<file path="config.mk">
export PLATFORM = sky130hd
export DESIGN_NAME = qrfvr_ram
export DESIGN_NICKNAME = d
export VERILOG_FILES = /design/src/rtl/qrfvr_ram.sv
export SDC_FILE = /design/constraint.sdc
export NUM_CORES = 1
export LEC_CHECK = 0
export BUFFER_PORTS_ARGS = -buffer_cell sky130_fd_sc_hd__buf_2
export CAP_MARGIN = 10
export CELL_PAD_IN_SITES_DETAIL_PLACEMENT = 0
export CELL_PAD_IN_SITES_GLOBAL_PLACEMENT = 1
export CORE_ASPECT_RATIO = 2
export CORE_MARGIN = 1.5
export CORE_UTILIZATION = 46
export CTS_CLUSTER_SIZE = 14
export DETAILED_ROUTE_END_ITERATION = 16
export HOLD_SLACK_MARGIN = 0.06
export PLACE_DENSITY_LB_ADDON = 0.1
export SYNTH_ARGS = -nofsm -noshare
export SYNTH_HDL_FRONTEND = slang
export SYNTH_SLANG_ARGS = --single-unit
</file>
<file path="constraint.sdc">
create_clock -name clk -period 2 [get_ports clk]
set_input_delay 0 -clock clk [delete_from_list [all_inputs] [get_ports clk]]
set_output_delay 0 -clock clk [all_outputs]
set_load 0.005 [all_outputs]
</file>
<file path="src/rtl/qrfvr_ram.sv">
// ----------------------------------------------------------------------------
// qrfvr_ram
// Single-port synchronous RAM with registered read data.
// ----------------------------------------------------------------------------
module qrfvr_ram #(
  parameter int WIDTH = 1,
  parameter int DEPTH = 1024
) (
  input  logic                     clk,
  input  logic                     we,
  input  logic [$clog2(DEPTH)-1:0] addr,
  input  logic [WIDTH-1:0]         wdata,
  output logic [WIDTH-1:0]         rdata
);

  logic [WIDTH-1:0] mem [DEPTH];

  always_ff @(posedge clk) begin
    if (we) begin
      mem[addr] <= wdata;
    end
    rdata <= mem[addr];
  end

endmodule

</file>
==> results.txt <==
* Run status: finished with violations
- The final reports fail on negative setup slack.
- Clock tree synthesis selected as its root buffer the cell sky130_fd_sc_hd__clkbuf_16.
- Summed over all failing endpoints, the final setup total negative slack is -225 ps.
* Hold crit path type: in -> reg
- Walking the worst path, the cells encountered are mux4_2 -> a211oi_1 -> o211ai_1 -> a21oi_1 -> o211ai_1 -> o41ai_2 -> nand3_1.
- Min Clock Period, post-route: 2230 ps
- Unrepaired setup endpoints after global routing: true
- Max Clock Skew: 22.1 ps
- In this design, the stage delay of the slowest critical-path cell is 480 ps.
- Switching share of power: 22.0%
* Number of global-route vias before repair: 29.7k
- Synthesis Warnings: 0
- First-pass GRT wire length: 209,000 um
* Number of synthesized register bits: 1,025
- Of all nets on the critical path, the largest fanout is 1.
- Core area: 95,300 um^2
- The tightest hold path in the finished design has a slack of 170 ps.
- Placement Rows: 160
- Largest net degree at the start of global routing: 143
* Peak Freq: 449 MHz
* Share of synthesized flip-flops with an asynchronous set or reset: 0%
* Critical Path Source Type: flop
* Clock buffers created by TritonCTS: 91
* Maximum vdd ir drop: 596 uV
- Summed over all nets, the switching power comes to 9.52 mW.
- At the pin with the least slew margin, the transition time is 640 ps.
* Crit path arrival time: 2810 ps
- Hold path startpoint: addr[9]
- The clock network accounts for 39.0% of the total power.
- Most repeated library cell on the critical path: sky130_fd_sc_hd__o211ai_1
- The post-route netlist has 18.1% of its cells at a drive strength greater than 1.
- The number of nets handed over by synthesis was 3,382.
* Critical register-to-register path startpoint: mem[469]$_DFFE_PP_
- Port buffer count: 13
* DR vias: 29.0k
- Endpoint class of the critical path: flop
- The max-slew violation count was 0.
- Number of fill cells: 7,911
- The die is 223 um wide.
- Synthesized area per cell: 13.2 um^2
* Data required time at the worst endpoint: 2580 ps
* Post-DP HPWL: 96,200 um
- Final setup viols: 1
- Sequential cells account for 54.6% of the total power.
* Seq/Total Area, Yosys: 69.4%
- After synthesis, the netlist uses 40 different library cells.
- Crit path max-delay cell type: sky130_fd_sc_hd__mux4_2
- Drt wl/cell: 30.2 um
- Vertical die dimension: 442 um
- Combined area of all synthesized cells: 44,300 um^2
- After layout, the worst path uses 111% of the clock period.
* DRC violations left: 0
* Post-DRT Antenna Nets: 0
- Counting flops with a built-in enable in the synthesized netlist gives 1,024.
* Post-synth top flop: sky130_fd_sc_hd__edfxtp_1
* Placer congestion estimate: 0.884
* 1st-iter DRT viols: 2,729
* Post-detailed-placement cell area: 49,400 um^2
* Final hold viol count: 0
- TritonCTS built the clock tree.
- Grt total ovfl: 0
- Count of nets after finishing: 3,595
- In this run the power density over the cells is 827 nW/um^2.
- Detailed Routing Iterations Pass 1: 8
* Internal portion of total power: 33.7 mW
- Global routing usage summed across all routing layers: 30.0%
- The clock passes through at most 3 buffers.
- The area growth from synthesis to layout is 18.0%.
- Clock-pin slew was measured on the worst setup and hold paths at 60 ps.
- Number of standard cells after synthesis: 3,369
* Combinational fraction of design power: 6.4%
- Critical path start-end classification: reg -> reg
- In this run the count of I/O pins placed on the die edge is 14.
- CTS saw 1,025 sinks.
- Leakage: 17.5 nW
* Area of the multi-input gates: 12,400 um^2
* Clock latency reported for the late side of the worst-skew pair: 700 ps
* Maxcap violations: 0
* Initial antenna violation count: 1
- Max H-tree Level: 3
* Max-slew headroom: 57.1%
- Cells fill 54.9% of the core in the end.
- After detailed routing, the total wire length is 147,000 um.
- After layout, the worst setup slack is -225 ps.
- For this configuration, the core starts out at a cell density of 46.5%.
- Startpoint of the worst setup timing path: mem[469]$_DFFE_PP_
- Area enclosed by the die boundary: 98,400 um^2
* Storage element area: 30,800 um^2
* Total non-filler cell area in the finished layout: 52,300 um^2
- Most frequent standard cell in the layout excluding fill and tap cells: sky130_fd_sc_hd__nor2_1
- Total power after layout: 43.3 mW
- In the routed layout, each cell is associated on average with a via count of 5.96.
- Most frequent cells in the layout: 1,080 x sky130_fd_sc_hd__nor2_1, 1,024 x sky130_fd_sc_hd__edfxtp_1, 446 x sky130_fd_sc_hd__mux2i_1, 298 x sky130_fd_sc_hd__buf_4, 197 x sky130_fd_sc_hd__o22ai_1
* Register-to-register path setup slack: -230 ps
==> path summary, 6_finish.rpt <==
kind,endpoint,cells past startpoint
max,rdata$_DFF_P_,7
min,rdata$_DFF_P_,6
max reg2reg,rdata$_DFF_P_,7
min reg2reg,rdata$_DFF_P_,5
==> flip-flops by register name (all words and copies together) (netlist names) <==
signal and count:
mem 1024, rdata 1
==> per-layer routing <==
layer  vias up  global-route usage, %  share of wire [%]  routed length (um)
met1     15000                   35.3                 36               53500
li1      12600                      -                  -                   -
met5         -                      0                  0                   0
met2      1091                   52.8                 52               76200
met3       345                   4.08                5.9                8710
met4         0                   16.0                5.8                8550
==> through the flow <==
stage | instances | setup WS [ps]
2_1_floorplan | 3369 | 122
5_1_grt | 4860 | -269
3_5_place_dp | 4700 | -837
6_report | 4862 | -225
4_1_cts | 4861 | -209
3_3_place_gp | 4700 | -895
==> worst max-delay path, delay by kind of cell (launching register included) <==
family,cells,cell delay [ps]
AO/OA/AOI/OAI,5,1170
multiplexers,1,480
flip-flops,1,370
AND/OR/NAND/NOR,1,90
==> cell families after synthesis <==
kind of cell,Yosys count,synth area share (%)
and+or+nand+nor,1287,11.8
buffers and inverters,322,3.31
muxes,488,11.9
AOI/OAI and AO/OA,247,3.61
DFF,1025,69.4
==> power by group through the flow <==
stage | combinational (mW) | clock [mW] | sequential (mW)
floorplan | 1.15 | 0 | 24.1
global placement | 2.68 | 0 | 24.1
detailed placement | 2.71 | 0 | 24.1
CTS | 2.74 | 17.1 | 23.6
global route | 2.88 | 17.8 | 23.6
finish | 2.77 | 16.9 | 23.6
==> final cells by class <==
cell class                 instances  area share, %
clock buffer                     117           4.66
clock inverter                    39          0.538
timing repair buffer             439           9.27
multi-input combinational       2022           23.8
tap                             1215           2.91
sequential                      1025           58.8
antenna                            2        0.00957
inverter                           3         0.0215
==> synthesized netlist by cell type (3+ instances only) <==
library cell                   n  area share, %
sky130_fd_sc_hd__nand4bb_1     6           0.15
sky130_fd_sc_hd__buf_2       117            1.3
sky130_fd_sc_hd__nand3_1      15           0.17
sky130_fd_sc_hd__nor3b_1       6           0.10
sky130_fd_sc_hd__nand3b_1      5          0.085
sky130_fd_sc_hd__buf_4        18           0.30
sky130_fd_sc_hd__o31ai_1       4          0.068
sky130_fd_sc_hd__o211ai_1     10           0.17
sky130_fd_sc_hd__nand2_1      82           0.69
sky130_fd_sc_hd__mux4_2       32            1.6
sky130_fd_sc_hd__o2111ai_1    11           0.22
sky130_fd_sc_hd__mux2i_1     456             10
sky130_fd_sc_hd__clkbuf_1    174            1.5
sky130_fd_sc_hd__edfxtp_1   1024             69
sky130_fd_sc_hd__o21ai_0       8          0.090
sky130_fd_sc_hd__buf_1         3          0.025
sky130_fd_sc_hd__nor3_1       18           0.20
sky130_fd_sc_hd__nor4_1       44           0.62
sky130_fd_sc_hd__buf_6         6           0.15
sky130_fd_sc_hd__and2_1        3          0.042
sky130_fd_sc_hd__and3b_1       4          0.079
sky130_fd_sc_hd__nor2_1     1080            9.1
sky130_fd_sc_hd__nand4b_2      4           0.14
sky130_fd_sc_hd__a21oi_1       4          0.045
sky130_fd_sc_hd__and3_1        6          0.085
sky130_fd_sc_hd__a211oi_1      9           0.15
sky130_fd_sc_hd__o22ai_1     198            2.8
sky130_fd_sc_hd__or4b_1        4          0.090
sky130_fd_sc_hd__nand4_1       4          0.056
==> timing repair <==
item | in CTS | in global routing
hold buffers | 5 | 0
pin swaps | 8 | 18
buffers inserted | 0 | 0
hold endpoints to repair | 353 | 0
endpoints found under the setup margin | 1 | 1
gates resized for setup | 13 | 22
Note: power is estimated with default switching activity, not from simulation.
